==> src/rtl/crmf_pkg.sv <==
`timescale 1ns / 1ps
// ----------------------------------------------------------------------------
// crmf_pkg: shared types and constants of the CSV record match filter
// Channel payloads, configuration image, register indexes and column modes.
// ----------------------------------------------------------------------------
package crmf_pkg;

    // Default sizing, handed to the top level parameters
    localparam int MAX_MATCH_BYTES_DEF = 8;
    localparam int MAX_FIELDS_DEF      = 256;

    // Configuration port sizing
    localparam int CFG_INDEX_W = 8;
    localparam int CFG_DATA_W  = 64;

    // Register indexes
    localparam logic [CFG_INDEX_W-1:0] REG_SEPARATOR          = 8'd0;
    localparam logic [CFG_INDEX_W-1:0] REG_DROP_MODE          = 8'd1;
    localparam logic [CFG_INDEX_W-1:0] REG_COLUMN_MODE        = 8'd2;
    localparam logic [CFG_INDEX_W-1:0] REG_COLUMN_NUMBER      = 8'd3;
    localparam logic [CFG_INDEX_W-1:0] REG_VALUE_BYTES        = 8'd4;
    localparam logic [CFG_INDEX_W-1:0] REG_VALUE_LENGTH       = 8'd5;
    localparam logic [CFG_INDEX_W-1:0] REG_HEADER_NAME_BYTES  = 8'd6;
    localparam logic [CFG_INDEX_W-1:0] REG_HEADER_NAME_LENGTH = 8'd7;

    // Column modes; the unused code behaves as any-column
    localparam logic [1:0] MODE_ANY    = 2'd0;
    localparam logic [1:0] MODE_NUMBER = 2'd1;
    localparam logic [1:0] MODE_NAME   = 2'd2;

    // Special bytes and reset values
    localparam logic [7:0] NEWLINE_BYTE        = 8'd10;
    localparam logic [7:0] SEPARATOR_RESET     = 8'd44;
    localparam logic [7:0] COLUMN_NUMBER_RESET = 8'd1;

    // Input transaction payload
    typedef struct packed {
        logic [7:0] data_byte;
        logic       stream_end;
    } byte_t;

    // Output transaction payload
    typedef struct packed {
        logic keep_record;
        logic is_header;
        logic column_absent;
    } verdict_t;

    // Configuration image
    typedef struct packed {
        logic [7:0]  separator;
        logic        drop_mode;
        logic [1:0]  column_mode;
        logic [7:0]  column_number;
        logic [63:0] value_bytes;
        logic [3:0]  value_length;
        logic [63:0] header_name_bytes;
        logic [3:0]  header_name_length;
    } cfg_t;

endpackage

==> src/rtl/crmf_parser.sv <==
`timescale 1ns / 1ps
// ----------------------------------------------------------------------------
// crmf_parser: record and field tracker with per-byte field compare
// Holds the parse state of the current record and produces one verdict
// when a record closes. All work for a byte is combinational, latched on step.
// ----------------------------------------------------------------------------
module crmf_parser #(
    parameter int MAX_MATCH_BYTES = crmf_pkg::MAX_MATCH_BYTES_DEF,
    parameter int MAX_FIELDS      = crmf_pkg::MAX_FIELDS_DEF
) (
    input  logic               clk,
    input  logic               rst_n,
    input  logic               step,
    input  crmf_pkg::byte_t    byte_in,
    input  crmf_pkg::cfg_t     cfg,
    output logic               result_valid,
    output crmf_pkg::verdict_t result
);

    localparam int BPW = $clog2(MAX_MATCH_BYTES + 2);
    localparam int FCW = (MAX_FIELDS > 2) ? $clog2(MAX_FIELDS) : 1;
    localparam logic [BPW-1:0] BP_MAX  = BPW'(MAX_MATCH_BYTES);
    localparam logic [BPW-1:0] BP_SAT  = BPW'(MAX_MATCH_BYTES + 1);
    localparam logic [FCW-1:0] FC_LAST = FCW'(MAX_FIELDS - 1);

    logic [FCW-1:0] field_count_reg,   field_count_next;
    logic           field_overflow_reg, field_overflow_next;
    logic [BPW-1:0] byte_position_reg, byte_position_next;
    logic           value_eq_reg,      value_eq_next;
    logic           name_eq_reg,       name_eq_next;
    logic           record_hit_reg,    record_hit_next;
    logic [FCW-1:0] target_column_reg, target_column_next;
    logic           target_found_reg,  target_found_next;
    logic           name_known_reg,    name_known_next;
    logic           header_done_reg,   header_done_next;

    // Next state and verdict for one byte
    always_comb
    begin
        logic           is_nl;
        logic           is_sep;
        logic           do_close;
        logic           do_record;
        logic           eq_v;
        logic           eq_n;
        logic [2:0]     idx;
        logic [3:0]     pos4;
        logic [BPW-1:0] bp_a;
        logic           veq_a;
        logic           neq_a;

        is_nl  = (byte_in.data_byte == crmf_pkg::NEWLINE_BYTE);
        is_sep = !is_nl && (byte_in.data_byte == cfg.separator);

        field_count_next    = field_count_reg;
        field_overflow_next = field_overflow_reg;
        record_hit_next     = record_hit_reg;
        target_column_next  = target_column_reg;
        target_found_next   = target_found_reg;
        name_known_next     = name_known_reg;
        header_done_next    = header_done_reg;

        // Take an ordinary byte into the open field
        bp_a  = byte_position_reg;
        veq_a = value_eq_reg;
        neq_a = name_eq_reg;
        idx   = 3'(byte_position_reg);
        pos4  = 4'(byte_position_reg);
        if (!is_nl && !is_sep)
        begin
            if (byte_position_reg >= BP_MAX || pos4 >= cfg.value_length ||
                cfg.value_bytes[{idx, 3'b000} +: 8] != byte_in.data_byte)
                veq_a = 1'b0;
            if (byte_position_reg >= BP_MAX || pos4 >= cfg.header_name_length ||
                cfg.header_name_bytes[{idx, 3'b000} +: 8] != byte_in.data_byte)
                neq_a = 1'b0;
            if (byte_position_reg != BP_SAT)
                bp_a = byte_position_reg + BPW'(1);
        end

        do_record = is_nl || byte_in.stream_end;
        do_close  = is_sep || (do_record && bp_a != '0);

        byte_position_next = bp_a;
        value_eq_next      = veq_a;
        name_eq_next       = neq_a;

        // Close the field: update target and hit, advance the field count
        eq_v = veq_a && (4'(bp_a) == cfg.value_length);
        eq_n = neq_a && (4'(bp_a) == cfg.header_name_length);
        if (do_close)
        begin
            if (!header_done_reg)
            begin
                if (!name_known_reg && !field_overflow_reg && eq_n)
                begin
                    target_column_next = field_count_reg;
                    name_known_next    = 1'b1;
                end
            end
            else
            begin
                case (cfg.column_mode)
                    crmf_pkg::MODE_NUMBER:
                    begin
                        if (cfg.column_number != 8'd0 && !field_overflow_reg &&
                            8'(field_count_reg) == cfg.column_number - 8'd1)
                        begin
                            target_found_next = 1'b1;
                            record_hit_next   = eq_v;
                        end
                    end
                    crmf_pkg::MODE_NAME:
                    begin
                        if (name_known_reg && !field_overflow_reg &&
                            field_count_reg == target_column_reg)
                        begin
                            target_found_next = 1'b1;
                            record_hit_next   = eq_v;
                        end
                    end
                    default:
                    begin
                        if (eq_v)
                            record_hit_next = 1'b1;
                    end
                endcase
            end
            if (!field_overflow_reg)
            begin
                if (field_count_reg == FC_LAST)
                    field_overflow_next = 1'b1;
                else
                    field_count_next = field_count_reg + FCW'(1);
            end
            byte_position_next = '0;
            value_eq_next      = 1'b1;
            name_eq_next       = 1'b1;
        end

        // Close the record and form its verdict
        result_valid = do_record;
        if (!header_done_reg)
        begin
            result.keep_record   = 1'b1;
            result.is_header     = 1'b1;
            result.column_absent = (cfg.column_mode == crmf_pkg::MODE_NAME) &&
                                   !name_known_next;
        end
        else
        begin
            result.keep_record   = record_hit_next ^ cfg.drop_mode;
            result.is_header     = 1'b0;
            result.column_absent = (cfg.column_mode == crmf_pkg::MODE_NUMBER ||
                                    cfg.column_mode == crmf_pkg::MODE_NAME) &&
                                   !target_found_next;
        end
        if (do_record)
        begin
            header_done_next    = 1'b1;
            field_count_next    = '0;
            field_overflow_next = 1'b0;
            byte_position_next  = '0;
            value_eq_next       = 1'b1;
            name_eq_next        = 1'b1;
            record_hit_next     = 1'b0;
            target_found_next   = 1'b0;
        end

        // Stream end: the next byte opens a new header
        if (byte_in.stream_end)
        begin
            header_done_next   = 1'b0;
            name_known_next    = 1'b0;
            target_column_next = '0;
        end
    end

    // Hold parse state, advance on each accepted byte
    always_ff @(posedge clk or negedge rst_n)
    begin
        if (!rst_n)
        begin
            field_count_reg    <= '0;
            field_overflow_reg <= 1'b0;
            byte_position_reg  <= '0;
            value_eq_reg       <= 1'b1;
            name_eq_reg        <= 1'b1;
            record_hit_reg     <= 1'b0;
            target_column_reg  <= '0;
            target_found_reg   <= 1'b0;
            name_known_reg     <= 1'b0;
            header_done_reg    <= 1'b0;
        end
        else if (step)
        begin
            field_count_reg    <= field_count_next;
            field_overflow_reg <= field_overflow_next;
            byte_position_reg  <= byte_position_next;
            value_eq_reg       <= value_eq_next;
            name_eq_reg        <= name_eq_next;
            record_hit_reg     <= record_hit_next;
            target_column_reg  <= target_column_next;
            target_found_reg   <= target_found_next;
            name_known_reg     <= name_known_next;
            header_done_reg    <= header_done_next;
        end
    end

endmodule

==> src/rtl/csv_record_match_filter.sv <==
`timescale 1ns / 1ps
// ----------------------------------------------------------------------------
// csv_record_match_filter: keep or drop verdicts for CSV records
// Splits a byte stream into records and fields, matches fields against a
// configured value and reports one verdict per finished record.
// ----------------------------------------------------------------------------
// Usage:
//   byte channel    - one CSV byte per transaction, stream_end on the last.
//   verdict channel - one transaction per record closed by a newline or by
//                     stream_end; the first record of a stream is the header.
//   cfg channel     - register index and data; always ready, written between
//                     transactions while no verdict is pending.
// Throughput: one byte per cycle unless a verdict stalls. Latency: a verdict
// appears in the cycle after the closing byte; parse state updates in the
// same cycle as the byte, between the byte and the verdict register.
// A stalled verdict keeps byte_ready high only if the receiver takes it in
// that cycle; otherwise bytes wait, since any byte may close a record.
// Reset clears parse state and loads register defaults (separator comma,
// column number 1, all else zero); no verdict is pending after reset.
// ----------------------------------------------------------------------------
module csv_record_match_filter #(
    parameter int MAX_MATCH_BYTES = crmf_pkg::MAX_MATCH_BYTES_DEF,
    parameter int MAX_FIELDS      = crmf_pkg::MAX_FIELDS_DEF
) (
    input  logic                             clk,
    input  logic                             rst_n,
    input  logic                             byte_valid,
    output logic                             byte_ready,
    input  crmf_pkg::byte_t                  byte_data,
    output logic                             verdict_valid,
    input  logic                             verdict_ready,
    output crmf_pkg::verdict_t               verdict_data,
    input  logic                             cfg_valid,
    output logic                             cfg_ready,
    input  logic [crmf_pkg::CFG_INDEX_W-1:0] cfg_index,
    input  logic [crmf_pkg::CFG_DATA_W-1:0]  cfg_data
);

    crmf_pkg::cfg_t     cfg_reg;
    logic               verdict_valid_reg;
    crmf_pkg::verdict_t verdict_reg;
    logic               step;
    logic               result_valid;
    crmf_pkg::verdict_t result;

    assign cfg_ready     = 1'b1;
    assign byte_ready    = !verdict_valid_reg || verdict_ready;
    assign step          = byte_valid && byte_ready;
    assign verdict_valid = verdict_valid_reg;
    assign verdict_data  = verdict_reg;

    // Decode register writes
    always_ff @(posedge clk or negedge rst_n)
    begin
        if (!rst_n)
        begin
            cfg_reg.separator          <= crmf_pkg::SEPARATOR_RESET;
            cfg_reg.drop_mode          <= 1'b0;
            cfg_reg.column_mode        <= crmf_pkg::MODE_ANY;
            cfg_reg.column_number      <= crmf_pkg::COLUMN_NUMBER_RESET;
            cfg_reg.value_bytes        <= '0;
            cfg_reg.value_length       <= '0;
            cfg_reg.header_name_bytes  <= '0;
            cfg_reg.header_name_length <= '0;
        end
        else if (cfg_valid && cfg_ready)
        begin
            unique case (cfg_index)
                crmf_pkg::REG_SEPARATOR:          cfg_reg.separator     <= cfg_data[7:0];
                crmf_pkg::REG_DROP_MODE:          cfg_reg.drop_mode     <= cfg_data[0];
                crmf_pkg::REG_COLUMN_MODE:        cfg_reg.column_mode   <= cfg_data[1:0];
                crmf_pkg::REG_COLUMN_NUMBER:      cfg_reg.column_number <= cfg_data[7:0];
                crmf_pkg::REG_VALUE_BYTES:        cfg_reg.value_bytes   <= cfg_data;
                crmf_pkg::REG_VALUE_LENGTH:       cfg_reg.value_length  <= cfg_data[3:0];
                crmf_pkg::REG_HEADER_NAME_BYTES:  cfg_reg.header_name_bytes <= cfg_data;
                crmf_pkg::REG_HEADER_NAME_LENGTH:
                    cfg_reg.header_name_length <= cfg_data[3:0];
                default: ;
            endcase
        end
    end

    crmf_parser #(
        .MAX_MATCH_BYTES (MAX_MATCH_BYTES),
        .MAX_FIELDS      (MAX_FIELDS)
    ) u_parser (
        .clk          (clk),
        .rst_n        (rst_n),
        .step         (step),
        .byte_in      (byte_data),
        .cfg          (cfg_reg),
        .result_valid (result_valid),
        .result       (result)
    );

    // Hold the verdict until taken; load a new one on a closing byte
    always_ff @(posedge clk or negedge rst_n)
    begin
        if (!rst_n)
        begin
            verdict_valid_reg <= 1'b0;
        end
        else if (step && result_valid)
        begin
            verdict_valid_reg <= 1'b1;
        end
        else if (verdict_ready)
        begin
            verdict_valid_reg <= 1'b0;
        end
    end

    always_ff @(posedge clk)
    begin
        if (step && result_valid)
            verdict_reg <= result;
    end

    // Header verdicts always keep the record
    assert property (@(posedge clk) disable iff (!rst_n)
        verdict_valid && verdict_data.is_header |-> verdict_data.keep_record)
        else $error("header verdict marked as dropped");

    // A newline always closes a record
    assert property (@(posedge clk) disable iff (!rst_n)
        step && byte_data.data_byte == crmf_pkg::NEWLINE_BYTE |=> verdict_valid)
        else $error("newline produced no verdict");

    // An ordinary byte mid-stream closes nothing
    assert property (@(posedge clk) disable iff (!rst_n)
        step && byte_data.data_byte != crmf_pkg::NEWLINE_BYTE &&
        !byte_data.stream_end && verdict_ready |=> !verdict_valid)
        else $error("verdict without record end");

endmodule

==> config.mk <==
export PLATFORM = sky130hd
export DESIGN_NAME = csv_record_match_filter
export DESIGN_NICKNAME = d
export VERILOG_FILES = /design/src/rtl/crmf_pkg.sv /design/src/rtl/crmf_parser.sv /design/src/rtl/csv_record_match_filter.sv
export SDC_FILE = /design/constraint.sdc
export NUM_CORES = 1
export LEC_CHECK = 0
export BUFFER_PORTS_ARGS = -buffer_cell sky130_fd_sc_hd__buf_2
export CAP_MARGIN = 20
export CORE_UTILIZATION = 35
export CTS_CLUSTER_DIAMETER = 80
export CTS_CLUSTER_SIZE = 25
export DETAILED_ROUTE_END_ITERATION = 12
export GPL_TIMING_DRIVEN = 0
export PLACE_DENSITY = 0.51
export SLEW_MARGIN = 30
export SYNTH_ARGS = -nofsm -noshare
export SYNTH_HDL_FRONTEND = slang
export SYNTH_SLANG_ARGS = --single-unit
==> constraint.sdc <==
create_clock -name clk -period 8.96 [get_ports clk]
set_input_delay 1.792 -clock clk [delete_from_list [all_inputs] [get_ports clk]]
set_output_delay 1.792 -clock clk [all_outputs]
set_load 0.02 [all_outputs]
[Word-level counts from Yosys, hierarchy flattened]
Index checks and enable logic that the tools add are counted.
W data, S select, Z words.
Word-level totals
  flip-flop bits (word level): 186
  input bits: 86
  output and inout port bits: 6
  word-level logic and storage cells: 149
Cells by class
  $add $sub $neg: 3
  $lt $le $gt $ge: 3
  eq/ne operators: 22
  shift operators: 2
  muxes and demuxes: 46
  bitwise operators: 1
  reductions and logical operators: 50
Operators by type and width (count)
  $shiftx A64 B7 Y8: 2
  $mux W8: 8
  $eq A8 B3 Y1 const B: 4
  $mux W1: 31
  $eq A8 B8 Y1: 3
  $reduce_and A2 Y1: 10
  $eq A8 B2 Y1 const B: 2
  $mux W4: 4
  $ne A8 B8 Y1: 2
  $logic_and A1 B1 Y1: 15
  $reduce_bool A2 Y1: 5
  $add A8 B1 Y8 const B: 1
  $eq A4 B4 Y1: 2
  $eq A8 B1 Y1 const B: 1
  $eq A8 B4 Y1 const B: 1
  $eq A8 B8 Y1 const B: 1
  $ge A4 B4 Y1: 2
  $logic_not A8 Y1: 1
  $logic_or A1 B1 Y1: 8
  $reduce_and A4 Y1: 2
  $reduce_bool A8 Y1: 1
  $sub A8 B1 Y8 const B: 1
  $logic_not A1 Y1: 7
  $ne A2 B2 Y1 const B: 3
  other kinds (9): 10

[Logic depth before layout (Yosys ltp)]
  word-level depth: 15
  gate-level depth with buffers: 12
  gate-level depth less buffers: 10

[Modules after synthesis]
A second synthesis with hierarchy kept.
Second synthesis, totals
  cells, all modules: 736
  area, all modules: 9874.5 sq um
By module, submodules not included
  csv_record_match_filter: instances 1, cells an instance 349, area each 6337.3 sq um
  crmf_parser: instances 1, cells an instance 387, area each 3537.1 sq um

[Least setup slack after synthesis]
OpenSTA, ideal clock, no wires.
  path kind: input-to-reg
  from: in byte_data[1] in the netlist's numbering
  to: reg verdict_reg, in the netlist verdict_data[2] (data pin)
  arrival: 3785 ps
  data required time: 8700 ps
  setup slack: 4915 ps
  cell stages on the path: 8
  path buffers: 0
  cells stage by stage: nor4bb_1 nand2_1 o21ai_1 a32oi_1 and2_1 o41a_1 a41oi_1 mux2_2
Between the ends
  longest elaborated chain between the ends: 13
RTL lines
  start, declared: line csv_record_match_filter.sv:29  | input crmf_pkg::byte_t byte_data,
  $eq A8 B4 Y1: line crmf_parser.sv:52  | is_nl = (byte_in.data_byte == crmf_pkg::NEWLINE_BYTE);
  $logic_not A1 Y1: line crmf_parser.sv:53, crmf_parser.sv:69
  $logic_and A1 B1 Y1: line crmf_parser.sv:53  | is_sep = !is_nl && (byte_in.data_byte == cfg.separator);
  $logic_not A1 Y1: line crmf_parser.sv:69  | if (!is_nl && !is_sep)
  $logic_and A1 B1 Y1: line crmf_parser.sv:69
  $mux W4: line crmf_parser.sv:69
  $eq A4 B4 Y1: line crmf_parser.sv:89  | eq_v = veq_a && (4'(bp_a) == cfg.value_length);
  $logic_and A1 B1 Y1: line crmf_parser.sv:89
  $mux W1 (on tied branches): line crmf_parser.sv:124, crmf_parser.sv:106, crmf_parser.sv:115
  $pmux W1 S2: line crmf_parser.sv:103  | case (cfg.column_mode)
  $mux W1: line crmf_parser.sv:93  | if (!header_done_reg)
  $mux W1 (*): line crmf_parser.sv:91  | if (do_close)
  $xor A1 B1 Y1 (*): line crmf_parser.sv:152  | result.keep_record = record_hit_next ^ cfg.drop_mode;
  end signal, assigned: line csv_record_match_filter.sv:116  | verdict_reg <= result;
  end, declared: line csv_record_match_filter.sv:41  | crmf_pkg::verdict_t verdict_reg;
Every way passes the cells marked *; elsewhere a longest branch is shown, timed or not.
A chain may end at the register's enable or synchronous reset.

[Worst setup path in the final report]
  from: in byte_data[3] in the netlist's numbering
  to: reg verdict_reg, in the netlist verdict_data[2] (data pin)
The elaborated chain is that of the path after synthesis.

==> flow_metrics.env <==
export IMPL_synthesis_area_um2=9622
export IMPL_drtIter0Drc=361
export IMPL_utilization_pct=41.51
export IMPL_crit_chain="buf_2, nor4bb_1, nand2_1, o21ai_1, a32oi_1, and2_1, o41a_1, a41oi_1, mux2_2"
export IMPL_numClockSinks=186
export IMPL_io_buffers=90
export IMPL_firstDrtPassIters=4
export IMPL_ys_ff_latch=186
export IMPL_synth_cell_type_count=66
export IMPL_drive_gt1_share_pct=34.89
export IMPL_post_route_period_util_pct=50.78
export IMPL_die_x_um=167.8
export IMPL_slew_violations=0
export IMPL_synth_edf_count=3
export IMPL_die_y_um=167.8
export IMPL_grt_pass1_wl_um=41430
export IMPL_crit_path_end_kind="flip-flop"
export IMPL_synthTopCellsByArea="dfrtp_1 (46%), mux2_2 (18%), mux2i_1 (4.2%)"
export IMPL_gp_congestion=0.8253
export IMPL_cp_data_arrival_time_ns=4.74
export IMPL_synth_area_leader_cell="dfrtp_1"
export IMPL_final_setup_tns_ns=0
export IMPL_clk_latency_ns=0.45
export IMPL_antenna_found_initial=3
export IMPL_reg2regPathDepth=11
export IMPL_yosysWarnings=0
export IMPL_gr_total_overflow=0
export IMPL_totalWireLength_um=26770
export IMPL_hold_viol=0
export IMPL_cts_tree="built"
export IMPL_initial_core_util_pct=35.70
export IMPL_cts_resized=0
export IMPL_dpl_worst_slack_ns=4.083
export IMPL_maxCapViolCount=0
export IMPL_fin_nets=989
export IMPL_cts_buffer_depth=2
export IMPL_htree_num_levels=4
export IMPL_relSlewSlack_pct=38.92
export IMPL_grt_max_degree=80
export IMPL_status="complete, no violations"
export IMPL_ant_nets=0
export IMPL_crit_slowest_cell="nor4bb_1"
export IMPL_core_area_um2=26950
export IMPL_cts_hold_buf=0
export IMPL_drc_errors=0
export IMPL_finalClockSkew_ns=0.01771
export IMPL_crit_path_max_fanout=7
export IMPL_hold_depth=2
export IMPL_syn_to_final_growth_pct=16.28
export IMPL_vias=6553
export IMPL_synth_ff_type="dfrtp_1"
export IMPL_finalPower_uw=2035
export IMPL_postCtsSetupRepairBufs=0
export IMPL_rsz0062_at_grt="false"
export IMPL_hold_slack_ns=0.4824
export IMPL_viasPerCell=5.276
export IMPL_syn_area_per_cell_um2=12.42
export IMPL_crit_type="in2reg"
export IMPL_cp_buffers_inverters=1
export IMPL_synth_nets=877
export IMPL_synthArstFlopShare_pct=98.39
export IMPL_irDropWorstVdd_mv=0.1291
export IMPL_start_kind="primary input"
export IMPL_leakage_uw=0.005260
export IMPL_cts_inserted_buffers=17
export IMPL_hpwlAfterDp_um=19690
export IMPL_final_setup_worst_slack_ns=4.411
export IMPL_io_pins=92
export IMPL_grt_use_total_pct=19.97
export IMPL_setup_viol_count_final=0
export IMPL_slowest_delay_ns=0.64
export IMPL_clk_pin_slew_ns=0.08
export IMPL_hold_path_class="reg2reg"
export IMPL_seq_area_frac_synth_pct=48.61
export IMPL_wl_per_cell_um=21.56
export IMPL_root_buffer="clkbuf_16"
export IMPL_postSynthCellCount=775
export IMPL_grt_pass1_vias=6833
export IMPL_cp_top_family="compound AO/OA/AOI/OAI gates"
export IMPL_fmax_mhz=219.8
export IMPL_worst_path_stages=9
export IMPL_post_route_min_period_ns=4.550
export IMPL_tightest_slew_ns=0.9162
export IMPL_synth_top_area_share_pct=46.03
export IMPL_pwr_density_cell_nw_per_um2=181.9
export IMPL_largest_reg_flops=155
export IMPL_rows=60
export IMPL_cp_data_required_time_ns=9.15
export IMPL_dieArea_um2=28160
export IMPL_r2r_slack_ns=4.72
-- area by class of cell --
class                           instances  area (um2)
Sequential cell                       186        4677
Buffer                                 40       188.9
Clock inverter                         15       168.9
Inverter                               24       90.09
Clock buffer                           17       425.4
Timing Repair Buffer                   93       543.0
Antenna cell                            1       2.502
Multi-Input combinational cell        525        4666
Tap cell                              341       426.7
Fill cell                            2583       15760
-- cell families after synthesis --
logic type,synth area share (%)
adders and majority gates,2.081
other,0.03897
and+or+nand+nor,8.661
buffers and inverters,2.900
xor gates and xnor gates,4.824
muxes,25.70
DFF,48.61
AOI/OAI and AO/OA,7.192
-- where the power goes --
part	internal [uW]	total, uW	switching [uW]
sequential	885	921	35.3
combinational	146	337	192
clock	379	777	398
-- cell usage in the layout (no fill, tap or decap), drive strengths merged, types with 12 or more instances in the layout --
cell type	netlist	layout
buf	14	107
clkbuf	26	43
dfrtp	177	177
ha	16	16
inv	24	33
mux2	156	156
mux2i	40	40
mux4	14	14
nand2	39	39
nor2	24	24
nor2b	12	12
nor4	14	14
o21ai	19	19
xnor2	33	33
xor2	20	20
-- final timing paths --
| check | from | to |
|---|---|---|
| worst min-delay path | u_parser.record_hit_reg | u_parser.record_hit_reg |
| min in group asynchronous | rst_n | u_parser.field_count_reg[1] |
| worst max register to register | u_parser.byte_position_reg[1] | verdict_data[2] |
| max in group asynchronous | rst_n | cfg_reg[35] |
| worst max-delay path | byte_data[3] | verdict_data[2] |
| worst min register to register | u_parser.record_hit_reg | u_parser.record_hit_reg |
-- per-layer routing --
metal	routed length [um]	global-route usage, %
met2	13060	33.37
met4	656	6.821
met5	27	0
met3	1001	3.597
met1	12030	26.08
-- stage by stage --
stage          std cells  area (um2)
4_1_cts             1241       11190
5_1_grt             1241       11190
6_report            1242       11190
3_5_place_dp        1209       10590
3_3_place_gp        1206       10500
2_1_floorplan        775        9622
-- tightest hold or removal path, delay by kind of cell (launching register included) --
family | cells | cell delay, ns
AOI/OAI and AO/OA | 1 | 0.06
DFF | 1 | 0.34
and+or+nand+nor | 1 | 0.04
-- Yosys cell counts (3+ instances only) --
library cell / number
xnor2_1: 33
buf_6: 3
a221o_1: 8
nand3b_1: 5
a21oi_1: 10
o211ai_1: 4
buf_1: 6
or3_1: 5
mux4_2: 14
and2_1: 4
nor3_1: 10
buf_4: 4
o22ai_1: 3
nor4_1: 14
a221oi_1: 5
nand2_1: 39
nand2b_1: 8
nor2b_1: 12
a22o_1: 8
inv_1: 24
xor2_1: 20
clkbuf_1: 26
a211oi_1: 3
mux2i_1: 40
dfrtp_1: 177
nor3b_1: 5
a31oi_1: 3
dfstp_2: 6
nand4_1: 7
ha_1: 16
a22oi_1: 4
nor2_1: 24
o21ai_0: 18
mux2_2: 156
nand3_1: 7
a32o_1: 3
edfxtp_1: 3
Note: power is estimated with default switching activity, not from simulation.
